==> src/rtl/core/jsu_pkg.sv <==
// ----------------------------------------------------------------------------
// jsu_pkg
// Shared types and codes for the JSON string unescape core.
// ----------------------------------------------------------------------------
package jsu_pkg;

    localparam logic [1:0] ST_DATA = 2'd0;
    localparam logic [1:0] ST_DONE = 2'd1;
    localparam logic [1:0] ST_EOI  = 2'd2;
    localparam logic [1:0] ST_ESC  = 2'd3;

    // One decoded input byte: up to four output bytes sharing a status.
    typedef struct packed {
        logic [1:0]      status;
        logic [1:0]      last_idx;
        logic [3:0][7:0] bytes;
    } jsu_entry_t;

endpackage

==> src/rtl/core/json_string_unescape_to_utf8_core.sv <==
// Takes a JSON string body one byte per transfer (starting after the opening
// quote) and returns the decoded UTF-8 bytes, one per transfer, each with a
// status code; tlast marks the final output byte caused by one input byte.
// A new input byte is taken every cycle while the entry queue has room; the
// output moves one byte per cycle while m_axis_tready is high, so a \u escape
// that expands to two, three or four UTF-8 bytes holds the output for each
// byte while the FIFO_DEPTH-entry queue absorbs the burst. Decoded entries
// pass through the queue and the registered output stage. After a closing
// quote or an error the core drops input until a byte with string_start set.
// ----------------------------------------------------------------------------
// json_string_unescape_to_utf8_core
// Top level: escape decoder, entry queue and byte serialiser.
// ----------------------------------------------------------------------------
module json_string_unescape_to_utf8_core
    import jsu_pkg::*;
#(
    parameter int FIFO_DEPTH = 4
)
(
    input  logic       clk,
    input  logic       rst_n,
    input  logic       s_axis_tvalid,
    output logic       s_axis_tready,
    input  logic [7:0] s_axis_tdata,   // [7:0] in_byte
    input  logic [1:0] s_axis_tuser,   // [0] string_start, [1] end_of_text
    output logic       m_axis_tvalid,
    input  logic       m_axis_tready,
    output logic [7:0] m_axis_tdata,   // [7:0] out_byte
    output logic [1:0] m_axis_tuser,   // [1:0] status
    output logic       m_axis_tlast
);

    logic       accept;
    logic       push, pop, full, head_valid;
    jsu_entry_t push_entry, head_entry;

    assign s_axis_tready = ~full;
    assign accept        = s_axis_tvalid & s_axis_tready;

    jsu_front u_front
    (
        .clk          (clk),
        .rst_n        (rst_n),
        .accept       (accept),
        .in_byte      (s_axis_tdata),
        .string_start (s_axis_tuser[0]),
        .end_of_text  (s_axis_tuser[1]),
        .push         (push),
        .push_entry   (push_entry)
    );

    jsu_queue #(.DEPTH(FIFO_DEPTH)) u_queue
    (
        .clk        (clk),
        .rst_n      (rst_n),
        .push       (push & accept),
        .push_entry (push_entry),
        .pop        (pop),
        .full       (full),
        .head_valid (head_valid),
        .head_entry (head_entry)
    );

    jsu_back u_back
    (
        .clk           (clk),
        .rst_n         (rst_n),
        .head_valid    (head_valid),
        .head_entry    (head_entry),
        .pop           (pop),
        .m_axis_tvalid (m_axis_tvalid),
        .m_axis_tready (m_axis_tready),
        .m_axis_tdata  (m_axis_tdata),
        .m_axis_tuser  (m_axis_tuser),
        .m_axis_tlast  (m_axis_tlast)
    );

`ifndef SYNTHESIS
    a_status_is_last: assert property (@(posedge clk) disable iff (!rst_n)
        (m_axis_tvalid && m_axis_tuser != ST_DATA) |-> m_axis_tlast)
        else $error("status transfer not marked last");

    a_status_zero_byte: assert property (@(posedge clk) disable iff (!rst_n)
        (m_axis_tvalid && m_axis_tuser != ST_DATA) |-> (m_axis_tdata == 8'h00))
        else $error("status transfer carries a non-zero byte");

    a_full_has_output: assert property (@(posedge clk) disable iff (!rst_n)
        !s_axis_tready |-> m_axis_tvalid)
        else $error("queue full while output stage empty");
`endif

endmodule

==> src/rtl/core/jsu_front.sv <==
// ----------------------------------------------------------------------------
// jsu_front
// Escape decoder: takes one raw byte per transfer and, when the byte completes
// an item, produces one queue entry holding its UTF-8 bytes or status.
// ----------------------------------------------------------------------------
module jsu_front
    import jsu_pkg::*;
(
    input  logic       clk,
    input  logic       rst_n,
    input  logic       accept,
    input  logic [7:0] in_byte,
    input  logic       string_start,
    input  logic       end_of_text,
    output logic       push,
    output jsu_entry_t push_entry
);

    localparam logic [2:0] MODE_BODY    = 3'd0;
    localparam logic [2:0] MODE_ESCAPE  = 3'd1;
    localparam logic [2:0] MODE_HEX     = 3'd2;
    localparam logic [2:0] MODE_WANT_BS = 3'd3;
    localparam logic [2:0] MODE_WANT_U  = 3'd4;
    localparam logic [2:0] MODE_HEX_LOW = 3'd5;
    localparam logic [2:0] MODE_HALTED  = 3'd6;

    logic [2:0]  mode_reg, mode_next, mode_cur;
    logic [1:0]  cnt_reg, cnt_next, cnt_cur;
    logic [15:0] cu_reg, cu_next, cu_cur;
    logic [15:0] hh_reg, hh_next, hh_cur;
    logic        bad_reg, bad_next, bad_cur;

    logic [3:0]  nib;
    logic        nib_ok;
    logic [15:0] cu_dig;
    logic        bad_dig;
    logic [20:0] cp_pair;

    function automatic jsu_entry_t utf8_enc(input logic [20:0] cp);
        jsu_entry_t e;
        e = '0;
        e.status = ST_DATA;
        if (cp <= 21'h7F) begin
            e.last_idx = 2'd0;
            e.bytes[0] = cp[7:0];
        end else if (cp <= 21'h7FF) begin
            e.last_idx = 2'd1;
            e.bytes[0] = 8'hC0 | {3'b000, cp[10:6]};
            e.bytes[1] = 8'h80 | {2'b00, cp[5:0]};
        end else if (cp <= 21'hFFFF) begin
            e.last_idx = 2'd2;
            e.bytes[0] = 8'hE0 | {4'h0, cp[15:12]};
            e.bytes[1] = 8'h80 | {2'b00, cp[11:6]};
            e.bytes[2] = 8'h80 | {2'b00, cp[5:0]};
        end else begin
            e.last_idx = 2'd3;
            e.bytes[0] = 8'hF0 | {5'b00000, cp[20:18]};
            e.bytes[1] = 8'h80 | {2'b00, cp[17:12]};
            e.bytes[2] = 8'h80 | {2'b00, cp[11:6]};
            e.bytes[3] = 8'h80 | {2'b00, cp[5:0]};
        end
        return e;
    endfunction

    function automatic jsu_entry_t fail_entry(input logic [1:0] st);
        jsu_entry_t e;
        e = '0;
        e.status = st;
        return e;
    endfunction

    assign mode_cur = string_start ? MODE_BODY : mode_reg;
    assign cnt_cur  = string_start ? 2'd0      : cnt_reg;
    assign cu_cur   = string_start ? 16'h0000  : cu_reg;
    assign hh_cur   = string_start ? 16'h0000  : hh_reg;
    assign bad_cur  = string_start ? 1'b0      : bad_reg;

    always_comb
    begin
        nib_ok = 1'b1;
        nib    = 4'h0;
        if (in_byte >= 8'h30 && in_byte <= 8'h39)
        begin
            nib = in_byte[3:0];
        end
        else if ((in_byte >= 8'h61 && in_byte <= 8'h66) ||
                 (in_byte >= 8'h41 && in_byte <= 8'h46))
        begin
            nib = in_byte[3:0] + 4'd9;
        end
        else
        begin
            nib_ok = 1'b0;
        end
    end

    assign cu_dig  = {cu_cur[11:0], nib};
    assign bad_dig = bad_cur | ~nib_ok;
    assign cp_pair = {1'b0, hh_cur[9:0], cu_dig[9:0]} + 21'h10000;

    always_comb
    begin
        mode_next  = mode_cur;
        cnt_next   = cnt_cur;
        cu_next    = cu_cur;
        hh_next    = hh_cur;
        bad_next   = bad_cur;
        push       = 1'b0;
        push_entry = fail_entry(ST_DATA);
        case (mode_cur)
            MODE_BODY:
            begin
                if (end_of_text)
                begin
                    push = 1'b1; push_entry = fail_entry(ST_EOI); mode_next = MODE_HALTED;
                end
                else if (in_byte == 8'h22)
                begin
                    push = 1'b1; push_entry = fail_entry(ST_DONE); mode_next = MODE_HALTED;
                end
                else if (in_byte == 8'h5C)
                begin
                    mode_next = MODE_ESCAPE;
                end
                else
                begin
                    push = 1'b1; push_entry.bytes[0] = in_byte;
                end
            end
            MODE_ESCAPE:
            begin
                push      = 1'b1;
                mode_next = MODE_BODY;
                if (end_of_text)
                begin
                    push_entry = fail_entry(ST_EOI); mode_next = MODE_HALTED;
                end
                else
                begin
                    case (in_byte)
                        8'h22, 8'h5C, 8'h2F: push_entry.bytes[0] = in_byte;
                        8'h62: push_entry.bytes[0] = 8'h08;
                        8'h66: push_entry.bytes[0] = 8'h0C;
                        8'h6E: push_entry.bytes[0] = 8'h0A;
                        8'h72: push_entry.bytes[0] = 8'h0D;
                        8'h74: push_entry.bytes[0] = 8'h09;
                        8'h75:
                        begin
                            push = 1'b0; mode_next = MODE_HEX;
                            cnt_next = 2'd0; cu_next = 16'h0000; bad_next = 1'b0;
                        end
                        default:
                        begin
                            push_entry = fail_entry(ST_ESC); mode_next = MODE_HALTED;
                        end
                    endcase
                end
            end
            MODE_HEX, MODE_HEX_LOW:
            begin
                if (end_of_text)
                begin
                    push = 1'b1; push_entry = fail_entry(ST_EOI); mode_next = MODE_HALTED;
                end
                else
                begin
                    cu_next  = cu_dig;
                    bad_next = bad_dig;
                    cnt_next = cnt_cur + 2'd1;
                    if (cnt_cur == 2'd3)
                    begin
                        push = 1'b1;
                        if (mode_cur == MODE_HEX)
                        begin
                            if (bad_dig)
                            begin
                                push_entry = fail_entry(ST_ESC); mode_next = MODE_HALTED;
                            end
                            else if (cu_dig[15:10] == 6'b110110)
                            begin
                                push = 1'b0; hh_next = cu_dig; mode_next = MODE_WANT_BS;
                            end
                            else
                            begin
                                push_entry = utf8_enc({5'b00000, cu_dig}); mode_next = MODE_BODY;
                            end
                        end
                        else if (bad_dig || cu_dig[15:10] != 6'b110111)
                        begin
                            push_entry = fail_entry(ST_ESC); mode_next = MODE_HALTED;
                        end
                        else
                        begin
                            push_entry = utf8_enc(cp_pair); mode_next = MODE_BODY;
                        end
                    end
                end
            end
            MODE_WANT_BS:
            begin
                if (end_of_text || in_byte != 8'h5C)
                begin
                    push = 1'b1; push_entry = fail_entry(ST_ESC); mode_next = MODE_HALTED;
                end
                else
                begin
                    mode_next = MODE_WANT_U;
                end
            end
            MODE_WANT_U:
            begin
                if (end_of_text || in_byte != 8'h75)
                begin
                    push = 1'b1; push_entry = fail_entry(ST_ESC); mode_next = MODE_HALTED;
                end
                else
                begin
                    mode_next = MODE_HEX_LOW;
                    cnt_next = 2'd0; cu_next = 16'h0000; bad_next = 1'b0;
                end
            end
            default:
            begin
                mode_next = MODE_HALTED;
            end
        endcase
    end

    always_ff @(posedge clk or negedge rst_n)
    begin
        if (!rst_n)
        begin
            mode_reg <= MODE_BODY;
            cnt_reg  <= 2'd0;
            cu_reg   <= 16'h0000;
            hh_reg   <= 16'h0000;
            bad_reg  <= 1'b0;
        end
        else if (accept)
        begin
            mode_reg <= mode_next;
            cnt_reg  <= cnt_next;
            cu_reg   <= cu_next;
            hh_reg   <= hh_next;
            bad_reg  <= bad_next;
        end
    end

endmodule

==> src/rtl/core/jsu_queue.sv <==
// ----------------------------------------------------------------------------
// jsu_queue
// Short entry queue between the decoder and the byte serialiser.
// ----------------------------------------------------------------------------
module jsu_queue
    import jsu_pkg::*;
#(
    parameter int DEPTH = 4
)
(
    input  logic       clk,
    input  logic       rst_n,
    input  logic       push,
    input  jsu_entry_t push_entry,
    input  logic       pop,
    output logic       full,
    output logic       head_valid,
    output jsu_entry_t head_entry
);

    localparam int PW = $clog2(DEPTH);
    localparam int CW = $clog2(DEPTH + 1);

    jsu_entry_t    mem [DEPTH];
    logic [PW-1:0] wr_ptr_reg, wr_ptr_next;
    logic [PW-1:0] rd_ptr_reg, rd_ptr_next;
    logic [CW-1:0] count_reg, count_next;
    logic          do_push, do_pop;

    assign full       = (count_reg == CW'(DEPTH));
    assign head_valid = (count_reg != '0);
    assign head_entry = mem[rd_ptr_reg];
    assign do_push    = push & ~full;
    assign do_pop     = pop & head_valid;

    always_comb
    begin
        wr_ptr_next = wr_ptr_reg;
        rd_ptr_next = rd_ptr_reg;
        count_next  = count_reg;
        if (do_push)
        begin
            wr_ptr_next = (wr_ptr_reg == PW'(DEPTH - 1)) ? '0 : wr_ptr_reg + 1'b1;
        end
        if (do_pop)
        begin
            rd_ptr_next = (rd_ptr_reg == PW'(DEPTH - 1)) ? '0 : rd_ptr_reg + 1'b1;
        end
        if (do_push && !do_pop)
        begin
            count_next = count_reg + 1'b1;
        end
        else if (do_pop && !do_push)
        begin
            count_next = count_reg - 1'b1;
        end
    end

    always_ff @(posedge clk)
    begin
        if (do_push)
        begin
            mem[wr_ptr_reg] <= push_entry;
        end
    end

    always_ff @(posedge clk or negedge rst_n)
    begin
        if (!rst_n)
        begin
            wr_ptr_reg <= '0;
            rd_ptr_reg <= '0;
            count_reg  <= '0;
        end
        else
        begin
            wr_ptr_reg <= wr_ptr_next;
            rd_ptr_reg <= rd_ptr_next;
            count_reg  <= count_next;
        end
    end

endmodule

==> src/rtl/core/jsu_back.sv <==
// ----------------------------------------------------------------------------
// jsu_back
// Byte serialiser: walks the bytes of the head entry into a registered
// output stage, one byte per transfer, marking the entry's final byte.
// ----------------------------------------------------------------------------
module jsu_back
    import jsu_pkg::*;
(
    input  logic       clk,
    input  logic       rst_n,
    input  logic       head_valid,
    input  jsu_entry_t head_entry,
    output logic       pop,
    output logic       m_axis_tvalid,
    input  logic       m_axis_tready,
    output logic [7:0] m_axis_tdata,
    output logic [1:0] m_axis_tuser,
    output logic       m_axis_tlast
);

    logic       valid_reg, valid_next;
    logic [1:0] idx_reg, idx_next;
    logic [7:0] byte_reg;
    logic [1:0] status_reg;
    logic       last_reg;
    logic       load, at_end;

    assign load   = head_valid & (~valid_reg | m_axis_tready);
    assign at_end = (idx_reg == head_entry.last_idx);
    assign pop    = load & at_end;

    always_comb
    begin
        valid_next = valid_reg;
        idx_next   = idx_reg;
        if (load)
        begin
            valid_next = 1'b1;
            idx_next   = at_end ? 2'd0 : idx_reg + 2'd1;
        end
        else if (m_axis_tready)
        begin
            valid_next = 1'b0;
        end
    end

    always_ff @(posedge clk)
    begin
        if (load)
        begin
            byte_reg   <= head_entry.bytes[idx_reg];
            status_reg <= head_entry.status;
            last_reg   <= at_end;
        end
    end

    always_ff @(posedge clk or negedge rst_n)
    begin
        if (!rst_n)
        begin
            valid_reg <= 1'b0;
            idx_reg   <= 2'd0;
        end
        else
        begin
            valid_reg <= valid_next;
            idx_reg   <= idx_next;
        end
    end

    assign m_axis_tvalid = valid_reg;
    assign m_axis_tdata  = byte_reg;
    assign m_axis_tuser  = status_reg;
    assign m_axis_tlast  = last_reg;

endmodule
==> config.mk <==
export PLATFORM = sky130hd
export DESIGN_NAME = json_string_unescape_to_utf8_core
export DESIGN_NICKNAME = d
export VERILOG_FILES = /design/src/rtl/core/jsu_pkg.sv /design/src/rtl/core/json_string_unescape_to_utf8_core.sv /design/src/rtl/core/jsu_front.sv /design/src/rtl/core/jsu_queue.sv /design/src/rtl/core/jsu_back.sv
export SDC_FILE = /design/constraint.sdc
export NUM_CORES = 1
export LEC_CHECK = 0
export ABC_AREA = 1
export BUFFER_PORTS_ARGS = -buffer_cell sky130_fd_sc_hd__buf_2
export CAP_MARGIN = 20
export CORE_AREA = 5 5 131 133
export DETAILED_ROUTE_END_ITERATION = 7
export DIE_AREA = 0 0 136 138
export GPL_ROUTABILITY_DRIVEN = 0
export PLACE_DENSITY_LB_ADDON = 0.08
export SETUP_SLACK_MARGIN = 0.15
export SYNTH_ARGS = -nofsm -noshare
export SYNTH_HDL_FRONTEND = slang
export SYNTH_SLANG_ARGS = --single-unit
==> constraint.sdc <==
create_clock -name clk -period 4.35 [get_ports clk]
set_input_delay 0 -clock clk [delete_from_list [all_inputs] [get_ports clk]]
set_output_delay 0 -clock clk [all_outputs]
set_load 0.05 [all_outputs]
==> metrics.md <==
| Metric | Value |
|---|---|
| RSZ-0062 raised after global routing | no |
| Initial Utilization | 62.2% |
| Mapped Nets | 1142 |
| Met3 Use GR | under 10% |
| Routed WL | 25.6 mm |
| Async set-or-reset flop fraction in the synthesized netlist | between 20% and 30% |
| Most frequent CP cell | inv_1 |
| GR Util met1 | a little under two fifths |
| Post-Synth Simple-Gate Area | approximately 23% |
| FILL cells | 1279 |
| Antenna Violating Nets Remaining | 0 |
| Core Area | 15700 um^2 |
| Psw | 2.51 mW |
| Synth Area in Compound Gates | 15.3% |
| Num CTS Buffers | 17 |
| Clock power share | 24.6% |
| Layer carrying the most global-route usage | met2 |
| Clk sinks | 177 |
| Final setup vio count | 0 |
| Crit path depth | 16 |
| Sw Share | 40.0% |
| Initial antenna violation count | 0 |
| # resized after CTS | 0 |
| YS warnings | 0 |
| Final Max Tran Viols | 0 |
| Sequential cell area | 5130 um^2 |
| Cells after synthesis | around 1100 |
| Endpoints failing hold | 0 |
| PD cells | 586 nW/um^2 |
| Max-cap violations | 0 |
| Flop pwr share | roughly two fifths |
| Outcome | finished clean |
| Fmax | 299 MHz |
| Synth Area per Inst | 8.77 um^2 |
| Post-synthesis xor/xnor area fraction | less than 1% |
| DRC viols | 0 |
| Routing usage on met2 | between 40% and 50% |
| Initial drt markers | 934 |
| Worst-Skew Late Latency | 440 ps |
| Worst IR Drop VDD | 0.485 mV |
| Die X | 136 um |
| Antenna cell count | 0 |
| Min Hold Slack | 38.1 ps |
| Bufs and invs on worst path | 5 |
| Adder-Cell Fraction of Synth Area | under 10% |
| TritonCTS clock tree | yes |
| Worst EP arrival | about 3700 ps |
| Skew final | 10.9 ps |
| Setup TNS | 0 ps |
| Endpoint class of the critical path | flip-flop |
| Seq/Total Area, Yosys | between 50 and 60% |
| Die height | 138 um |
| Number of flip-flops in the largest register | 128 |
| #FFs+latches synth | approximately 180 |
| Die area | ~19000 um^2 |
| P_int | 3.78 mW |
| Static leakage | roughly 4.4 nW |
| H-tree depth | 4 |
| CP delay by family, top | simple AND/OR/NAND/NOR gates |
| Nets | 1162 |
| P&R area growth vs syn | 9.91% |
| Row count | 46 |
| Max Root-Sink Buffers | 2 |
| Synth Flop Type | edfxtp_1 |
| All-layer global routing usage | 27.6% |
| Hold depth | 4 |
| Final period utilization | 76.9% |
| Vias/cell | between 6 and 7 |
| Clk root buf | clkbuf_16 |
| Fraction of final layout cells sized beyond drive strength 1 | approximately an eighth |
| Cell breakdown of the critical path | inv_1, nor2_1, nand2_1, nor2_1, inv_1, o21ai_0, inv_1, nand2_1, nand2_1, inv_2, ha_1, inv_1, fa_1, a21oi_1, o21ai_0, xor2_1 |
| Worst reg-to-reg path cell count | 16 |
| First-pass GRT wire length | 40.6 mm |
| Post-synthesis mux area share | 0% |
| Total grt overflow | 0 |
| Minimum clock period | 3350 ps |
| Post-synth EDFFs | 139 |
| Worst-path cell with the longest stage delay | dfrtp_1 |
| PortBufs | 26 |
| Startpoint types | flip-flop |
| Hold crit path type | primary input to flip-flop |
| Relative slew slack | 35.3% |
| Logic gate share of total power | 37.2% |
| Routed vias | 8218 |
| Largest family of logic cells by synthesized area | simple AND/OR/NAND/NOR gates |
| Synth cell types | 53 |
| CP max stage delay | about 480 ps |
| Top-Level Pins | 27 |
| CP Class | flip-flop to flip-flop |
| Worst Tran Pin Value | approximately 970 ps |
| Hpwl dp | between 15 and 20 mm |
| Drt first pass iters | 7 |
| Avg WL per Cell | 18.7 um |
| Mapped cell area | 9770 um^2 |
| Worst-path clk slew | around 70 ps |
| Worst EP required | 4670 ps |
| Critical path fanouts, max | 8 |
| Multi-input logic area | 3960 um^2 |
| Vias in the first global route | 7668 |
| Pin count of the biggest net entering global routing | between 50 and 60 |
power groups by stage:
stage	Sequential, mW	Combinational (mW)	Clock, mW
final	2.40	2.34	1.55
after CTS	2.40	2.34	1.56
after global placement	2.43	2.30	0
after floorplan	2.59	1.48	0
after detailed placement	2.44	2.33	0
after global routing	2.44	2.61	1.62
through the flow:
stage	power (mW)	worst slack (ps)	util, %	instances	instance area, um^2
floorplan	4.07	829	-	1114	9770
global placement	4.73	832	64.4	1329	10100
detailed placement	4.76	761	64.4	1329	10100
CTS	6.30	1040	68.4	1363	10700
global route	6.67	641	68.4	1363	10700
finish	6.29	1000	68.4	1363	10700
worst reg2reg max path: stages, from the launching register on:
cell and delay (ps):
dfrtp_1 480, inv_1 110, nor2_1 180, nand2_1 130, nor2_1 170, inv_1 90
o21ai_0 410, inv_1 80, nand2_1 70, nand2_1 320, inv_2 160, ha_1 150
inv_1 70, fa_1 420, a21oi_1 140, o21ai_0 100, xor2_1 150
worst paths after layout:
check	from	to	slack, ps
hold / removal	s_axis_tuser[1]	u_front.cu_reg[2]	40
hold reg to reg	u_front.hh_reg[4]	u_front.hh_reg[4]	490
setup / recovery	u_front.mode_reg[2]	u_queue.count_reg[2]	1000
setup reg to reg	u_front.mode_reg[2]	u_queue.count_reg[2]	1000
max in group asynchronous	rst_n	u_queue.rd_ptr_reg[0]	3460
min in group asynchronous	rst_n	u_back.idx_reg[1]	240
cell type report:
type,instances,area share (%)
Sequential cell,177,47.7
Clock inverter,13,1.37
Inverter,138,4.82
Tap cell,216,2.52
Timing Repair Buffer,43,2.45
Clock buffer,19,4.22
Multi-Input combinational cell,757,36.9
metal layers:
metal,up-vias,wire (um)
met5,-,0
met4,0,745
met3,78,2030
met2,417,12400
met1,3833,10400
li1,3890,-
cells by family (layout without fill, tap and decap cells):
family / after synthesis / count (layout)
xor+xnor: 6 / 6
flops: 177 / 177
buf+inv: 180 / 213
compound gates: 254 / 254
simple gates: 483 / 483
fa+ha+maj: 14 / 14
layout by cell type (no fill, tap or decap), drive strengths merged, types with 2 or more instances in the layout:
cell	instances
nand2	205
nor2	170
inv	141
edfxtp	139
o21ai	131
nand3	58
a21oi	42
buf	41
dfrtp	38
nor3	21
o22ai	20
clkbuf	19
o221ai	18
nand4	18
o211ai	15
ha	13
a22oi	8
nor4	8
xor2	5
a31oi	4
clkinvlp	4
clkinv	4
nand3b	3
a32oi	3
o2111ai	3
a221oi	2
bufinv	2
dlygate4sd3	2
a31o	2
synthesized netlist by cell type (8+ instances only):
cell type / n / area share (%)
nand4_1: 16 / 1.0
a22oi_1: 8 / 0.61
a21oi_1: 41 / 2.1
dfrtp_1: 38 / 9.7
ha_1: 13 / 1.7
inv_2: 16 / 0.61
o211ai_1: 15 / 1.2
nor2_2: 11 / 0.70
o221ai_1: 18 / 1.6
edfxtp_1: 139 / 43
o21ai_0: 119 / 6.1
nor2_1: 152 / 5.8
nand3_1: 54 / 2.8
clkbuf_1: 30 / 1.2
o21ai_1: 11 / 0.56
nand2_1: 197 / 7.6
o22ai_1: 20 / 1.3
nor3_1: 16 / 0.82
inv_1: 121 / 4.6
repair_timing:
action                                 in CTS  in global routing
setup buffers                               0                  0
endpoints found under the hold margin      39                  0
hold buffers                                2                  0
Power figures use the tool's default switching activity.
